### config.mk
export PLATFORM = sky130hd
export DESIGN_NAME = key_debounce_long_press_events
export DESIGN_NICKNAME = d
export VERILOG_FILES = /design/src/design/kdl_pkg.sv /design/src/design/kdl_front.sv /design/src/design/kdl_back.sv /design/src/design/kdl_outq.sv /design/src/design/key_debounce_long_press_events.sv
export SDC_FILE = /design/constraint.sdc
export NUM_CORES = 1
export LEC_CHECK = 0
export BUFFER_PORTS_ARGS = -buffer_cell sky130_fd_sc_hd__clkbuf_2
export CORE_MARGIN = 2
export CORE_UTILIZATION = 60
export CTS_CLUSTER_SIZE = 25
export DETAILED_ROUTE_END_ITERATION = 7
export PLACE_DENSITY = 0.77
export SYNTH_ARGS = -nofsm -noshare
export SYNTH_HDL_FRONTEND = slang
export SYNTH_HIERARCHICAL = 1
export SYNTH_SLANG_ARGS = --single-unit
### constraint.sdc
create_clock -name clk_i -period 12.4 [get_ports clk_i]
set_input_delay 0.62 -clock clk_i [delete_from_list [all_inputs] [get_ports clk_i]]
set_output_delay 0.62 -clock clk_i [all_outputs]
set_load 0.005 [all_outputs]
### src/design/kdl_pkg.sv
package kdl_pkg;

  // Key count and code table
  localparam int MaxKeys  = 6;
  localparam int KeyCount = 6;           // 1 .. MaxKeys
  localparam int KeyW     = 3;           // key_index field width
  localparam int CodeW    = 8;
  localparam int TimeW    = 32;
  localparam int DebW     = 8;
  localparam int LimW     = 16;
  localparam int DataW    = 32;
  localparam int AddrW    = 4;

  localparam int ScanDepth = 2;
  localparam int ScanPtrW  = $clog2(ScanDepth);
  localparam int ScanCntW  = $clog2(ScanDepth + 1);
  localparam int OutDepth  = 4;
  localparam int OutPtrW   = $clog2(OutDepth);
  localparam int OutCntW   = $clog2(OutDepth + 1);

  typedef logic [CodeW-1:0] code_t;

  localparam code_t KeyCodes [MaxKeys] = '{
    code_t'(84), code_t'(92), code_t'(100), code_t'(108), code_t'(76), code_t'(68)
  };

  // Per-key phase, one-hot
  typedef enum logic [3:0] {
    PhIdle     = 4'b0001,
    PhDebounce = 4'b0010,
    PhPressed  = 4'b0100,
    PhLongWait = 4'b1000
  } phase_e;

  typedef enum logic [1:0] {
    EvPress  = 2'd0,
    EvShort  = 2'd1,
    EvLong   = 2'd2,
    EvRepeat = 2'd3
  } event_e;

  typedef enum logic [1:0] {
    RegDebounce = 2'd0,
    RegShort    = 2'd1,
    RegLong     = 2'd2
  } reg_e;

  // Back-end sequencer, one-hot
  typedef enum logic [2:0] {
    StIdle  = 3'b001,
    StWalk  = 3'b010,
    StFlush = 3'b100
  } walk_e;

  typedef struct packed {
    logic [CodeW-1:0] raw_key;
    logic [TimeW-1:0] now_ms;
  } in_word_t;

  typedef struct packed {
    logic [KeyW-1:0] key_index;
    logic [1:0]      event_code;
    logic            last_event;
  } out_word_t;

  typedef struct packed {
    logic [KeyCount-1:0] held;
    logic [TimeW-1:0]    now_ms;
  } scan_t;

  typedef struct packed {
    logic [DebW-1:0] debounce_scans;
    logic [LimW-1:0] short_limit_ms;
    logic [LimW-1:0] long_limit_ms;
  } cfg_t;

  // Front-to-back handshake
  typedef struct packed {
    logic  valid;
    scan_t scan;
  } scan_port_t;

  // Back-to-result-queue handshake
  typedef struct packed {
    logic      push;
    out_word_t word;
  } res_port_t;

endpackage

### src/design/kdl_front.sv
module kdl_front (
  input  logic                clk_i,
  input  logic                rst_ni,
  input  logic                push_i,
  input  kdl_pkg::in_word_t   in_word_i,
  output logic                full_o,
  output kdl_pkg::scan_port_t scan_o,
  input  logic                scan_pop_i
);

  kdl_pkg::scan_t                  mem_q [kdl_pkg::ScanDepth];
  logic [kdl_pkg::ScanPtrW-1:0]    wr_q, wr_d, rd_q, rd_d;
  logic [kdl_pkg::ScanCntW-1:0]    cnt_q, cnt_d;
  logic [kdl_pkg::KeyCount-1:0]    held;
  logic                            wr_en, rd_en;

  // key code decode: at most one flag set
  always_comb begin
    for (int k = 0; k < kdl_pkg::KeyCount; k++) begin
      held[k] = (in_word_i.raw_key == kdl_pkg::KeyCodes[k]);
    end
  end

  assign full_o = (cnt_q == kdl_pkg::ScanCntW'(kdl_pkg::ScanDepth));
  assign wr_en  = push_i && !full_o;
  assign rd_en  = scan_pop_i && (cnt_q != '0);

  assign scan_o.valid = (cnt_q != '0);
  assign scan_o.scan  = mem_q[rd_q];

  always_comb begin
    wr_d  = wr_q;
    rd_d  = rd_q;
    cnt_d = cnt_q;
    if (wr_en) begin
      wr_d = (wr_q == kdl_pkg::ScanPtrW'(kdl_pkg::ScanDepth - 1)) ? '0 : wr_q + 1'b1;
    end
    if (rd_en) begin
      rd_d = (rd_q == kdl_pkg::ScanPtrW'(kdl_pkg::ScanDepth - 1)) ? '0 : rd_q + 1'b1;
    end
    if (wr_en && !rd_en) begin
      cnt_d = cnt_q + 1'b1;
    end else if (rd_en && !wr_en) begin
      cnt_d = cnt_q - 1'b1;
    end
  end

  always_ff @(posedge clk_i or negedge rst_ni) begin
    if (!rst_ni) begin
      wr_q  <= '0;
      rd_q  <= '0;
      cnt_q <= '0;
    end else begin
      wr_q  <= wr_d;
      rd_q  <= rd_d;
      cnt_q <= cnt_d;
    end
  end

  always_ff @(posedge clk_i) begin
    if (wr_en) begin
      mem_q[wr_q] <= '{held: held, now_ms: in_word_i.now_ms};
    end
  end

endmodule

### src/design/kdl_back.sv
module kdl_back (
  input  logic                clk_i,
  input  logic                rst_ni,
  input  kdl_pkg::cfg_t       cfg_i,
  input  kdl_pkg::scan_port_t scan_i,
  output logic                scan_pop_o,
  input  logic                res_full_i,
  output kdl_pkg::res_port_t  res_o
);

  // per-key state
  kdl_pkg::phase_e              phase_q [kdl_pkg::KeyCount];
  logic [kdl_pkg::DebW-1:0]     cnt_q   [kdl_pkg::KeyCount];
  logic [kdl_pkg::TimeW-1:0]    start_q [kdl_pkg::KeyCount];
  logic                         long_q  [kdl_pkg::KeyCount];
  logic                         press_q [kdl_pkg::KeyCount];

  kdl_pkg::walk_e               state_q, state_d;
  logic [kdl_pkg::KeyW-1:0]     key_q, key_d;
  kdl_pkg::scan_t               scan_q;
  logic                         pend_vld_q, pend_vld_d;
  logic [kdl_pkg::KeyW-1:0]     pend_key_q, pend_key_d;
  kdl_pkg::event_e              pend_ev_q, pend_ev_d;

  kdl_pkg::phase_e              ph, nph;
  logic [kdl_pkg::DebW-1:0]     cnt, cnt_inc, ncnt;
  logic [kdl_pkg::TimeW-1:0]    dur, nstart;
  logic                         nlong, npress, held, ev_vld, step_en, last_key;
  kdl_pkg::event_e              ev;

  assign ph       = phase_q[key_q];
  assign cnt      = cnt_q[key_q];
  assign held     = scan_q.held[key_q];
  assign dur      = scan_q.now_ms - start_q[key_q];
  assign cnt_inc  = (cnt == '1) ? cnt : cnt + 1'b1;
  assign step_en  = (state_q == kdl_pkg::StWalk) && !res_full_i;
  assign last_key = (key_q == kdl_pkg::KeyW'(kdl_pkg::KeyCount - 1));

  // one key step
  always_comb begin
    nph    = ph;
    ncnt   = cnt;
    nstart = start_q[key_q];
    nlong  = long_q[key_q];
    npress = press_q[key_q];
    ev_vld = 1'b0;
    ev     = kdl_pkg::EvPress;
    case (ph)
      kdl_pkg::PhIdle: begin
        if (held) begin
          nph  = kdl_pkg::PhDebounce;
          ncnt = '0;
        end
      end
      kdl_pkg::PhDebounce: begin
        if (held) begin
          ncnt = cnt_inc;
          if (cnt_inc >= cfg_i.debounce_scans) begin
            nph    = kdl_pkg::PhPressed;
            nstart = scan_q.now_ms;
            nlong  = 1'b0;
            npress = 1'b0;
          end
        end else begin
          nph = kdl_pkg::PhIdle;
        end
      end
      kdl_pkg::PhPressed: begin
        if (!held) begin
          if (dur <= kdl_pkg::TimeW'(cfg_i.short_limit_ms)) begin
            ev_vld = 1'b1;
            ev     = kdl_pkg::EvShort;
          end
          nph = kdl_pkg::PhIdle;
        end else begin
          if (dur > kdl_pkg::TimeW'(cfg_i.short_limit_ms)) begin
            nph = kdl_pkg::PhLongWait;
          end
          if (!press_q[key_q]) begin
            npress = 1'b1;
            ev_vld = 1'b1;
            ev     = kdl_pkg::EvPress;
          end
        end
      end
      default: begin
        if (!held) begin
          nph = kdl_pkg::PhIdle;
        end else if (dur >= kdl_pkg::TimeW'(cfg_i.long_limit_ms)) begin
          ev_vld = 1'b1;
          if (!long_q[key_q]) begin
            nlong = 1'b1;
            ev    = kdl_pkg::EvLong;
          end else begin
            ev = kdl_pkg::EvRepeat;
          end
        end
      end
    endcase
  end

  // sequencer; one event waits for the next one or scan end, which sets last_event
  always_comb begin
    state_d    = state_q;
    key_d      = key_q;
    pend_vld_d = pend_vld_q;
    pend_key_d = pend_key_q;
    pend_ev_d  = pend_ev_q;
    scan_pop_o = 1'b0;
    res_o.push = 1'b0;
    res_o.word = '{key_index: pend_key_q, event_code: pend_ev_q, last_event: 1'b0};
    case (state_q)
      kdl_pkg::StIdle: begin
        if (scan_i.valid) begin
          scan_pop_o = 1'b1;
          key_d      = '0;
          state_d    = kdl_pkg::StWalk;
        end
      end
      kdl_pkg::StWalk: begin
        if (step_en) begin
          if (ev_vld) begin
            res_o.push = pend_vld_q;
            pend_vld_d = 1'b1;
            pend_key_d = key_q;
            pend_ev_d  = ev;
          end
          if (last_key) begin
            state_d = kdl_pkg::StFlush;
          end else begin
            key_d = key_q + 1'b1;
          end
        end
      end
      kdl_pkg::StFlush: begin
        res_o.word.last_event = 1'b1;
        if (!pend_vld_q) begin
          state_d = kdl_pkg::StIdle;
        end else if (!res_full_i) begin
          res_o.push = 1'b1;
          pend_vld_d = 1'b0;
          state_d    = kdl_pkg::StIdle;
        end
      end
      default: begin
        state_d = kdl_pkg::StIdle;
      end
    endcase
  end

  always_ff @(posedge clk_i or negedge rst_ni) begin
    if (!rst_ni) begin
      state_q    <= kdl_pkg::StIdle;
      key_q      <= '0;
      pend_vld_q <= 1'b0;
      for (int k = 0; k < kdl_pkg::KeyCount; k++) begin
        phase_q[k] <= kdl_pkg::PhIdle;
        long_q[k]  <= 1'b0;
        press_q[k] <= 1'b0;
        cnt_q[k]   <= '0;
        start_q[k] <= '0;
      end
    end else begin
      state_q    <= state_d;
      key_q      <= key_d;
      pend_vld_q <= pend_vld_d;
      if (step_en) begin
        phase_q[key_q] <= nph;
        cnt_q[key_q]   <= ncnt;
        start_q[key_q] <= nstart;
        long_q[key_q]  <= nlong;
        press_q[key_q] <= npress;
      end
    end
  end

  always_ff @(posedge clk_i) begin
    pend_key_q <= pend_key_d;
    pend_ev_q  <= pend_ev_d;
    if (scan_pop_o) begin
      scan_q <= scan_i.scan;
    end
  end

endmodule

### src/design/kdl_outq.sv
module kdl_outq (
  input  logic                clk_i,
  input  logic                rst_ni,
  input  kdl_pkg::res_port_t  res_i,
  output logic                full_o,
  output logic                empty_o,
  input  logic                pop_i,
  output kdl_pkg::out_word_t  out_word_o
);

  kdl_pkg::out_word_t           mem_q [kdl_pkg::OutDepth];
  logic [kdl_pkg::OutPtrW-1:0]  wr_q, rd_q;
  logic [kdl_pkg::OutCntW-1:0]  cnt_q;
  logic                         wr_en, rd_en;

  assign full_o     = (cnt_q == kdl_pkg::OutCntW'(kdl_pkg::OutDepth));
  assign empty_o    = (cnt_q == '0);
  assign wr_en      = res_i.push && !full_o;
  assign rd_en      = pop_i && !empty_o;
  assign out_word_o = mem_q[rd_q];

  always_ff @(posedge clk_i or negedge rst_ni) begin
    if (!rst_ni) begin
      wr_q  <= '0;
      rd_q  <= '0;
      cnt_q <= '0;
    end else begin
      if (wr_en) begin
        wr_q <= (wr_q == kdl_pkg::OutPtrW'(kdl_pkg::OutDepth - 1)) ? '0 : wr_q + 1'b1;
      end
      if (rd_en) begin
        rd_q <= (rd_q == kdl_pkg::OutPtrW'(kdl_pkg::OutDepth - 1)) ? '0 : rd_q + 1'b1;
      end
      if (wr_en && !rd_en) begin
        cnt_q <= cnt_q + 1'b1;
      end else if (rd_en && !wr_en) begin
        cnt_q <= cnt_q - 1'b1;
      end
    end
  end

  always_ff @(posedge clk_i) begin
    if (wr_en) begin
      mem_q[wr_q] <= res_i.word;
    end
  end

endmodule

### src/design/key_debounce_long_press_events.sv
// Channel   Direction  Handshake                 Word
// scan in   input      push / full               in_word_i  (raw_key, now_ms)
// events    output     pop / empty               out_word_o (key_index, event_code, last_event)
// config    input      APB psel/penable/pwrite   paddr[3:2] picks the register, pwdata
//
// In the back end a scan is loaded, then walked key by key (six keys) through the shared
// key-step logic, then the held-back last event is flushed.
// A 2-deep scan queue in front lets the next scans come in while one is walked.
// A full 4-deep event queue stalls the key walk; the front keeps taking scans until
// its own queue fills.
// Reset clears all key state and queues at once; registers come up at 3 / 1000 / 2000.
module key_debounce_long_press_events (
  input  logic                                clk_i,
  input  logic                                rst_ni,
  // scan words
  input  logic                                push,
  output logic                                full,
  input  kdl_pkg::in_word_t                   in_word_i,
  // event words
  output logic                                empty,
  input  logic                                pop,
  output kdl_pkg::out_word_t                  out_word_o,
  // config
  input  logic                                psel,
  input  logic                                penable,
  input  logic                                pwrite,
  input  logic [kdl_pkg::AddrW-1:0]           paddr,
  input  logic [kdl_pkg::DataW-1:0]           pwdata,
  output logic [kdl_pkg::DataW-1:0]           prdata,
  output logic                                pready
);

  kdl_pkg::cfg_t       cfg_q;
  kdl_pkg::scan_port_t scan;
  kdl_pkg::res_port_t  res;
  logic                scan_pop;
  logic                res_full;
  logic                cfg_wr;
  kdl_pkg::reg_e       reg_sel;

  // --- configuration registers -------------------------------------------
  assign pready  = 1'b1;
  assign cfg_wr  = psel && penable && pwrite && pready;
  assign reg_sel = kdl_pkg::reg_e'(paddr[3:2]);

  always_ff @(posedge clk_i or negedge rst_ni) begin
    if (!rst_ni) begin
      cfg_q.debounce_scans <= kdl_pkg::DebW'(3);
      cfg_q.short_limit_ms <= kdl_pkg::LimW'(1000);
      cfg_q.long_limit_ms  <= kdl_pkg::LimW'(2000);
    end else if (cfg_wr) begin
      case (reg_sel)
        kdl_pkg::RegDebounce: cfg_q.debounce_scans <= pwdata[kdl_pkg::DebW-1:0];
        kdl_pkg::RegShort:    cfg_q.short_limit_ms <= pwdata[kdl_pkg::LimW-1:0];
        kdl_pkg::RegLong:     cfg_q.long_limit_ms  <= pwdata[kdl_pkg::LimW-1:0];
        default: ;  // unmapped: ignored
      endcase
    end
  end

  always_comb begin
    case (reg_sel)
      kdl_pkg::RegDebounce: prdata = kdl_pkg::DataW'(cfg_q.debounce_scans);
      kdl_pkg::RegShort:    prdata = kdl_pkg::DataW'(cfg_q.short_limit_ms);
      kdl_pkg::RegLong:     prdata = kdl_pkg::DataW'(cfg_q.long_limit_ms);
      default:              prdata = '0;
    endcase
  end

  // --- front: decode raw code into held flags, queue the scan ------------
  kdl_front u_front (
    .clk_i      (clk_i),
    .rst_ni     (rst_ni),
    .push_i     (push),
    .in_word_i  (in_word_i),
    .full_o     (full),
    .scan_o     (scan),
    .scan_pop_i (scan_pop)
  );

  // --- back: walk the keys one per cycle while the event queue is not full, build events
  kdl_back u_back (
    .clk_i      (clk_i),
    .rst_ni     (rst_ni),
    .cfg_i      (cfg_q),
    .scan_i     (scan),
    .scan_pop_o (scan_pop),
    .res_full_i (res_full),
    .res_o      (res)
  );

  // --- event queue to the consumer ---------------------------------------
  kdl_outq u_outq (
    .clk_i      (clk_i),
    .rst_ni     (rst_ni),
    .res_i      (res),
    .full_o     (res_full),
    .empty_o    (empty),
    .pop_i      (pop),
    .out_word_o (out_word_o)
  );

endmodule

-- After elaboration in Yosys (flattened, before gate mapping)
Memory sizes are Yosys's and may differ from the RTL's. A register that Yosys moved wholly into a read port is not among the register bits.
Cells that the tools add are included.
- bits in registers: 339
- bits in writable memories: 100
- memories kept: 2
- memories (memory ; depth ; width ; rd ports ; clocked after Yosys merged registers in ; write ports ; RTL line ; RTL):
    u_front.mem_q ; 2 ; 38 ; 1 ; 1 ; 1 ; kdl_front.sv:11 ; kdl_pkg::scan_t mem_q [kdl_pkg::ScanDepth];
    u_outq.mem_q ; 4 ; 6 ; 1 ; 0 ; 1 ; kdl_outq.sv:11 ; kdl_pkg::out_word_t mem_q [kdl_pkg::OutDepth];
- $add $sub $neg: 11
- order comparisons: 7
- eq/ne operators: 26
- multiplexer cells: 101
- bitwise gates (word level): 1
- reductions and logical operators: 35
- operator list (kind ; count):
    192-bit bitwise mux ; 1
    32-bit two-way mux ; 6
    32-bit binary-select mux with 3-bit select ; 1
    32-bit demux with 3-bit select ; 1
    48-bit bitwise mux ; 1
    8-bit by 7-bit equality test with 1-bit output, second input constant ; 6
    8-bit two-way mux ; 6
    16-bit one-hot mux with 3 select lines ; 1
    1-bit two-way mux ; 38
    4-bit two-way mux ; 9
    32-bit by 16-bit >= comparator with 1-bit output ; 1
    32-bit by 16-bit greater-than comparator with 1-bit output ; 1
    32-bit by 16-bit <= comparator with 1-bit output ; 1
    32-bit subtractor ; 1
    3-bit two-way mux ; 10
    8-bit binary-select mux with 3-bit select ; 1
    24-bit bitwise mux ; 1
    8-bit demux with 3-bit select ; 1
    8-bit one-hot mux with 2 select lines ; 1
    4-bit binary-select mux with 3-bit select ; 1
    6-bit bitwise mux ; 2
    4-bit demux with 3-bit select ; 1
    1-bit logical AND ; 12
    2-bit two-way mux ; 6
    other kinds (38) ; 71

-- Depth between registers and ports, before layout
Gate-level depths: netlist of run 1.
- word-level depth: 17
- depth in mapped cells: 35
- mapped depth without buffers: 30

-- Modules after synthesis
The synthesis of run 1 kept the hierarchy.
- by module, submodules not included (module ; instances ; cells an instance ; area an instance (sq um)):
    kdl_back ; 1 ; 1795 ; 17058.9
    kdl_front ; 1 ; 149 ; 3055.4
    key_debounce_long_press_events ; 1 ; 145 ; 1974.4
    kdl_outq ; 1 ; 69 ; 1335.0

-- Least setup slack after synthesis of run 1
OpenSTA, ideal clock, no wires.
- kind: register to register
- start: register u_back/key_q[1] (netlist name)
- end: register u_outq/cnt_q[2] (netlist name)
- library setup time: 0.079 ns
- arrival: 6.457 ns
- required time: 12.321 ns
- slack: 5.864 ns
- cell stages (with the launch flop): 36
- path buffers: 5
- period minus slack after synthesis: 6.536 ns
- path through: dfrtp_1 buf_2 nand2b_1 clkbuf_1 nor2_1 clkbuf_1 clkbuf_1 a22oi_1 nand2_1 inv_1 ha_1 nor2b_1 o2111ai_1 nand2_1 a31oi_1 o21ai_0 xor2_1 ha_1 a21o_1 a21oi_1 nor2b_1 o21ai_0 a21oi_1 o32ai_1 nor2b_1 and4_1 o211ai_1 o211ai_1 nor2b_2 buf_6 ha_1 inv_1 fa_1 xor2_1 nor2_1 xor2_1
- RTL lines (item ; RTL line ; RTL):
    start: declaration ; kdl_back.sv:19 ; logic [kdl_pkg::KeyW-1:0] key_q, key_d;
    start signal: assignment ; kdl_back.sv:165 ; key_q <= key_d;
    end signal: assignment ; kdl_outq.sv:35 ; cnt_q <= cnt_q + 1'b1;
    end signal: assignment ; kdl_outq.sv:37 ; cnt_q <= cnt_q - 1'b1;
    end: declaration ; kdl_outq.sv:13 ; logic [kdl_pkg::OutCntW-1:0] cnt_q;

==> results of run 1 <==
==> final timing paths <==
path,start,end,slack (ns),cells past startpoint
min,rst_ni,cfg_q[26],0.07,1
max reg2reg,u_back/key_q[1],u_outq/cnt_q[2],3.43,31
min reg2reg,u_back/cnt_q[19],u_back/cnt_q[19],0.47,2
max,u_back/key_q[1],u_outq/cnt_q[2],3.43,31
max in group asynchronous,rst_ni,u_back/start_q[87],10.74,2
min in group clk_i,in_word_i[17],u_front/mem_q[1][17],0.22,1
==> final cells by class <==
| type | instances | area share |
|---|---|---|
| inverter | 59 | 0.008646 |
| clock inverter | 21 | 0.005813 |
| multi-input combinational | 1493 | 0.3876 |
| clock buffer | 67 | 0.05329 |
| timing repair buffer | 111 | 0.02433 |
| tap | 518 | 0.02530 |
| sequential | 477 | 0.4951 |
==> Yosys cell counts, types with 17 or more instances <==
master | number | area [µm²]
dfrtp_1 | 313 | 7833
inv_1 | 58 | 217.7
a21o_1 | 17 | 127.6
nor3_1 | 17 | 85.08
nand4_1 | 19 | 118.9
mux2_2 | 84 | 945.9
a22oi_1 | 57 | 427.9
o21ai_0 | 327 | 1637
mux2_4 | 22 | 330.3
nand2_1 | 385 | 1445
nor2_1 | 61 | 229.0
a21oi_1 | 57 | 285.3
mux2i_1 | 31 | 310.3
dfstp_2 | 21 | 551.8
edfxtp_1 | 143 | 4294
a221oi_1 | 26 | 227.7
buf_4 | 21 | 157.7
mux4_2 | 17 | 382.9
buf_2 | 17 | 85.08
ha_1 | 82 | 1026
clkbuf_1 | 95 | 356.6
==> metal layers <==
metal  wire [µm]  share of wire
met1       23090           0.43
met2       26460           0.49
met3        3307          0.061
met4        1380          0.025
met5           0              0
==> kinds of logic after synthesis <==
| kind of cell | after synthesis | share of synthesized area |
|---|---|---|
| compound gates | 612 | 0.1627 |
| buf+inv | 203 | 0.03942 |
| fa+ha+maj | 84 | 0.04551 |
| xor+xnor | 32 | 0.01196 |
| mux | 154 | 0.08408 |
| other cells | 2 | 0.0003206 |
| simple gates | 594 | 0.1148 |
| flops | 477 | 0.5413 |
==> metrics by stage <==
stage / area, µm² / utilization / total power [mW] / instances / setup WS, ns
final: 25610 / 0.6643 / 5.825 / 2746 / 3.434
after floorplan: 23480 / - / 3.755 / 2173 / 5.864
after global routing: 25610 / 0.6643 / 6.169 / 2746 / 2.960
after global placement: 24100 / 0.6251 / 4.310 / 2658 / 4.042
after CTS: 25610 / 0.6643 / 5.812 / 2746 / 3.675
after detailed placement: 24100 / 0.6251 / 4.403 / 2658 / 3.797
==> report_power, final <==
part | total (mW) | leakage, nW | switching, mW | internal, mW
Sequential | 2.20 | 5.83 | 0.226 | 1.97
Clock | 1.40 | 0.749 | 0.595 | 0.807
Combinational | 2.23 | 4.31 | 1.39 | 0.837
Total | 5.82 | 10.9 | 2.21 | 3.61
==> flip-flops by register name, summed over array words and instances (netlist names) <==
name,cells
u_outq/wr_q,2
u_front/mem_q,76
u_outq/mem_q,24
u_front/cnt_q,2
u_outq/cnt_q,3
u_back/phase_q,24
u_back/key_q,3
cfg_q,40
u_back/pend_vld_q,1
u_back/state_q,3
u_back/pend_key_q,3
u_back/long_q,6
u_back/cnt_q,48
u_back/press_q,6
u_back/pend_ev_q,2
u_back/start_q,192
u_front/rd_q,1
u_outq/rd_q,2
u_back/scan_q,38
u_front/wr_q,1
==> results.cfg, run 1 <==
[global_route]
grt_max_degree = 95
busiest_layer = met2
use_met2 = 0.4553
overflow = 0
track_usage = 0.2711
grt_util_met3 = 0.03903
grt_pass1_vias = 16793
grt_first_pass_wirelength_um = 88330
grt.met1_usage = 0.3643
antenna_found_initial = 0

[job]
drv_cap = 0

[route]
drt_wl_total_um = 54230
drc = 0
first_iter_violations = 1310
wl_per_cell_um = 19.75
vias_per_cell = 6.119
drt.antenna.violating_nets = 0
vias = 16804
drt-pass1-iter-count = 6

[sta]
period_share = 0.7231
rsz0062_at_grt = false
hold_ws_ns = 0.06933
finalSetupViolations = 0
hold_viol_final = 0
setup-tns-final_ns = 0
max_freq_ghz = 0.1115
skew_ns = 0.02484
max_slew_margin = 0.1742
slew_violations = 0
timing.final.crit_period_ns = 8.966
worst-slew-pin-transition_ns = 1.236

[floorplanning]
dieArea_mm2 = 0.04064
dieWidth_um = 201.6
die_y_um = 201.6
placementRows = 72
start_util = 0.6075
io_pins = 124
core_mm2 = 0.03856

[power_and_ir_drop]
cellPowerDensity_mw_per_mm2 = 227.4
ir_worst_vdd_v = 0.0001216
cellLeakagePower_nw = 10.90

[finish]
diodes = 0
drive_gt1_frac = 0.1688
layout_common_cells = nand2_1, o21ai_0, dfrtp_1, edfxtp_1, clkbuf_2
seqCellArea_mm2 = 0.01268
finalNetCount = 2357
layout_commonest_cell = nand2_1
multi_input_area_mm2 = 0.009927
filler_cell_count = 2927
areaGrowthSynthToFinish_pct = 9.353

[worst_setup_path]
cp_top_family = compound AO/OA/AOI/OAI gates
worstPathBufferInverterCount = 4
slowest_stage = o32ai_1
slowest_delay_ns = 0.85
crit_required_ns = 12.90
critPathKind = flop to flop
crit_arrival_ns = 9.47
end_kind = flop
crit_fanout = 26
setup.worst_path.start_class = flop

[logic_synthesis]
postSynthAreaPerCell_um2 = 10.85
ys_seq_elements = 477
ys.flop_type = dfrtp_1
synth_cell_type_count = 97
syn_inst = 2158
synthArstFlopShare = 0.7002
synth-edff-count = 143
seq_area_frac_synth = 0.5413
synth_warnings = 6
synth.cell_area_mm2 = 0.02342

[outcome]
status = completed

[cts]
cts_max_level = 2
cts_tree = built
clk_pin_slew_ns = 0.06
postCtsSetupRepairBufs = 0
clock_latency_ns = 0.59
cts.sinks = 477
clock_path_buffers = 3
ctsHoldBuffers = 0
cts_buffers = 48
cts_root_buf = clkbuf_16
cts_resized = 0

[min_path]
hold_path.class = input pin to async pin

[placement]
place.gp.congestion = 0.9146
dpl.hpwl_um = 34920
port_buffers = 88
(Power assumes the default switching activity.)
==> run 2: changes to the inputs <==
==> constraint.sdc (replaced) <==
create_clock -name clk_i -period 9.05 [get_ports clk_i]
set_input_delay 0.4525 -clock clk_i [delete_from_list [all_inputs] [get_ports clk_i]]
set_output_delay 0.4525 -clock clk_i [all_outputs]
set_load 0.005 [all_outputs]
==> run 2 against run 1 <==
- power increased by 38%
- hold slack got worse by 0.014 ns
- critical endpoint unchanged
- first-iteration DRC count up 10%
- fmax is 11% higher
- count of clock-buffer cells in the layout is 11 higher
- flip-flop and latch count stayed put
- combinational power up 41%
- largest cell class unchanged
- clock skew decreased by 0.0043 ns
- global-route usage is 0.58 points higher
- via count is 0.33% higher
- non-clock buffer count up 6
- final cell count increased by 0.44%
==> results.cfg, run 2 (synthesis results as in run 1) <==
[global_route]
grt_max_degree = 110
antenna_found_initial = 0
track_usage = 0.2769
grt_first_pass_wirelength_um = 89670
overflow = 0
grt_pass1_vias = 16918

[power_and_ir_drop]
clockPowerShare = 0.241
p_seq_frac = 0.370
finalPower_mw = 8.064
cellPowerDensity_mw_per_mm2 = 313.7
ir_worst_vdd_v = 0.0002067
switching_share = 0.3831
power.internal_mw = 4.975
p_comb_frac = 0.389
netSwitchingPower_mw = 3.089
cellLeakagePower_nw = 10.93

[route]
vias = 16859
first_iter_violations = 1445
wl_per_cell_um = 20.15
vias_per_cell = 6.113
drt-pass1-iter-count = 5
drt.antenna.violating_nets = 0
drt_wl_total_um = 55570
drc = 0

[floorplanning]
core_mm2 = 0.03856
die_y_um = 201.6
start_util = 0.6075
placementRows = 72
io_pins = 124
dieArea_mm2 = 0.04064
dieWidth_um = 201.6

[worst_setup_path]
r2r-start = u_back/key_q[2]
crit_arrival_ns = 8.57
slowest_stage = nor2_2
crit_required_ns = 9.56
critPathKind = flop to flop
crit_fanout = 18
worstPathBufferInverterCount = 2
slowest_delay_ns = 1.08
crit_start = u_back/key_q[2]
end_kind = flop
setup.worst_path.start_class = flop
cp_top_family = simple AND/OR/NAND/NOR gates

[sta]
hold_viol_final = 0
worst-slew-pin-transition_ns = 1.355
finalSetupViolations = 0
skew_ns = 0.02054
slew_violations = 0
hold_ws_ns = 0.05513
max_slew_margin = 0.09571
max_freq_ghz = 0.1241
timing.final.crit_period_ns = 8.059
period_share = 0.8905
setup-tns-final_ns = 0
rsz0062_at_grt = false

[outcome]
status = completed

[cts]
cts_max_level = 2
cts_resized = 0
cts_tree = built
clk_pin_slew_ns = 0.06
ctsHoldBuffers = 1
cts_root_buf = clkbuf_16
postCtsSetupRepairBufs = 0
cts.sinks = 477
clock_path_buffers = 3
cts_buffers = 51
clock_latency_ns = 0.59

[min_path]
min_from = in_word_i[21]
hold_path.class = input pin to flop

[finish]
areaGrowthSynthToFinish_pct = 9.732
layout_common_cells = nand2_1, o21ai_0, dfrtp_1, edfxtp_1, clkbuf_2
finalNetCount = 2366
layout_commonest_cell = nand2_1
largestRegisters = u_back/start_q (192), u_front/mem_q (76), u_back/cnt_q (48)
largest_reg_flops = 192
diodes = 0
filler_cell_count = 2988
largest-register = u_back/start_q
drive_gt1_frac = 0.1719
design_area_mm2 = 0.02570

[placement]
place_area_mm2 = 0.02414
dpl.hpwl_um = 36100
port_buffers = 88
place.gp.congestion = 0.9303

[job]
drv_cap = 0
[run 2: cell count changes in the layout (fill, tap and decap cells not counted)]
| cell | before | now |
|---|---|---|
| inv_6 | 0 | 2 |
| inv_4 | 0 | 1 |
| buf_4 | 23 | 28 |
| dlygate4sd3_1 | 0 | 1 |
| clkinv_2 | 11 | 7 |
| clkbuf_1 | 12 | 19 |
| clkbuf_8 | 5 | 8 |
| clkinv_1 | 8 | 3 |
| clkbuf_16 | 50 | 51 |
| clkinv_4 | 0 | 1 |
| bufinv_16 | 2 | 0 |
| clkinvlp_4 | 1 | 3 |
[run 2: per-layer routing]
| layer | up-vias | wire length (µm) | track usage |
|---|---|---|---|
| li1 | 7860 | - | - |
| met1 | 8300 | 23930 | 0.3838 |
| met2 | 588 | 26210 | 0.4485 |
| met3 | 111 | 3819 | 0.04211 |
| met4 | 0 | 1613 | 0.09848 |
| met5 | - | 0 | 0 |
[run 2: worst paths after layout]
check | end | slack [ns] | cells past startpoint
setup / recovery | u_outq/cnt_q[2] | 0.99 | 30
hold / removal | u_front/mem_q[0][21] | 0.06 | 1
setup reg to reg | u_outq/cnt_q[2] | 0.99 | 30
hold reg to reg | u_back/cnt_q[4] | 0.48 | 2
max in group asynchronous | u_front/rd_q | 6.89 | 3
min in group asynchronous | cfg_q[30] | 0.52 | 2
[run 2: layout make-up]
type / count / area [µm²] / area share
Clock buffer: 78 / 1458 / 0.05671
Clock inverter: 16 / 97.59 / 0.003797
Inverter: 59 / 221.5 / 0.008616
Multi-Input combinational cell: 1493 / 9927 / 0.3862
Sequential cell: 477 / 12680 / 0.4934
Tap cell: 518 / 648.1 / 0.02522
Timing Repair Buffer: 117 / 670.6 / 0.02609
[run 2: power by group through the flow]
stage	registers, mW	clock network (mW)	logic (mW)
6_report	2.99	1.94	3.14
5_1_grt	3.03	2.07	3.45
4_1_cts	2.98	1.98	3.09
3_5_place_dp	3.02	0	3.06
3_3_place_gp	3.00	0	2.99
2_1_floorplan	2.88	0	2.26
[run 2: metrics by stage]
step                instances  setup slack, ns  utilization
floorplan                2173            2.514            -
finish                   2758           0.9908       0.6666
global route             2758           0.5991       0.6666
detailed placement       2663            1.311       0.6260
CTS                      2758            1.254       0.6666
global placement         2663            1.439       0.6260
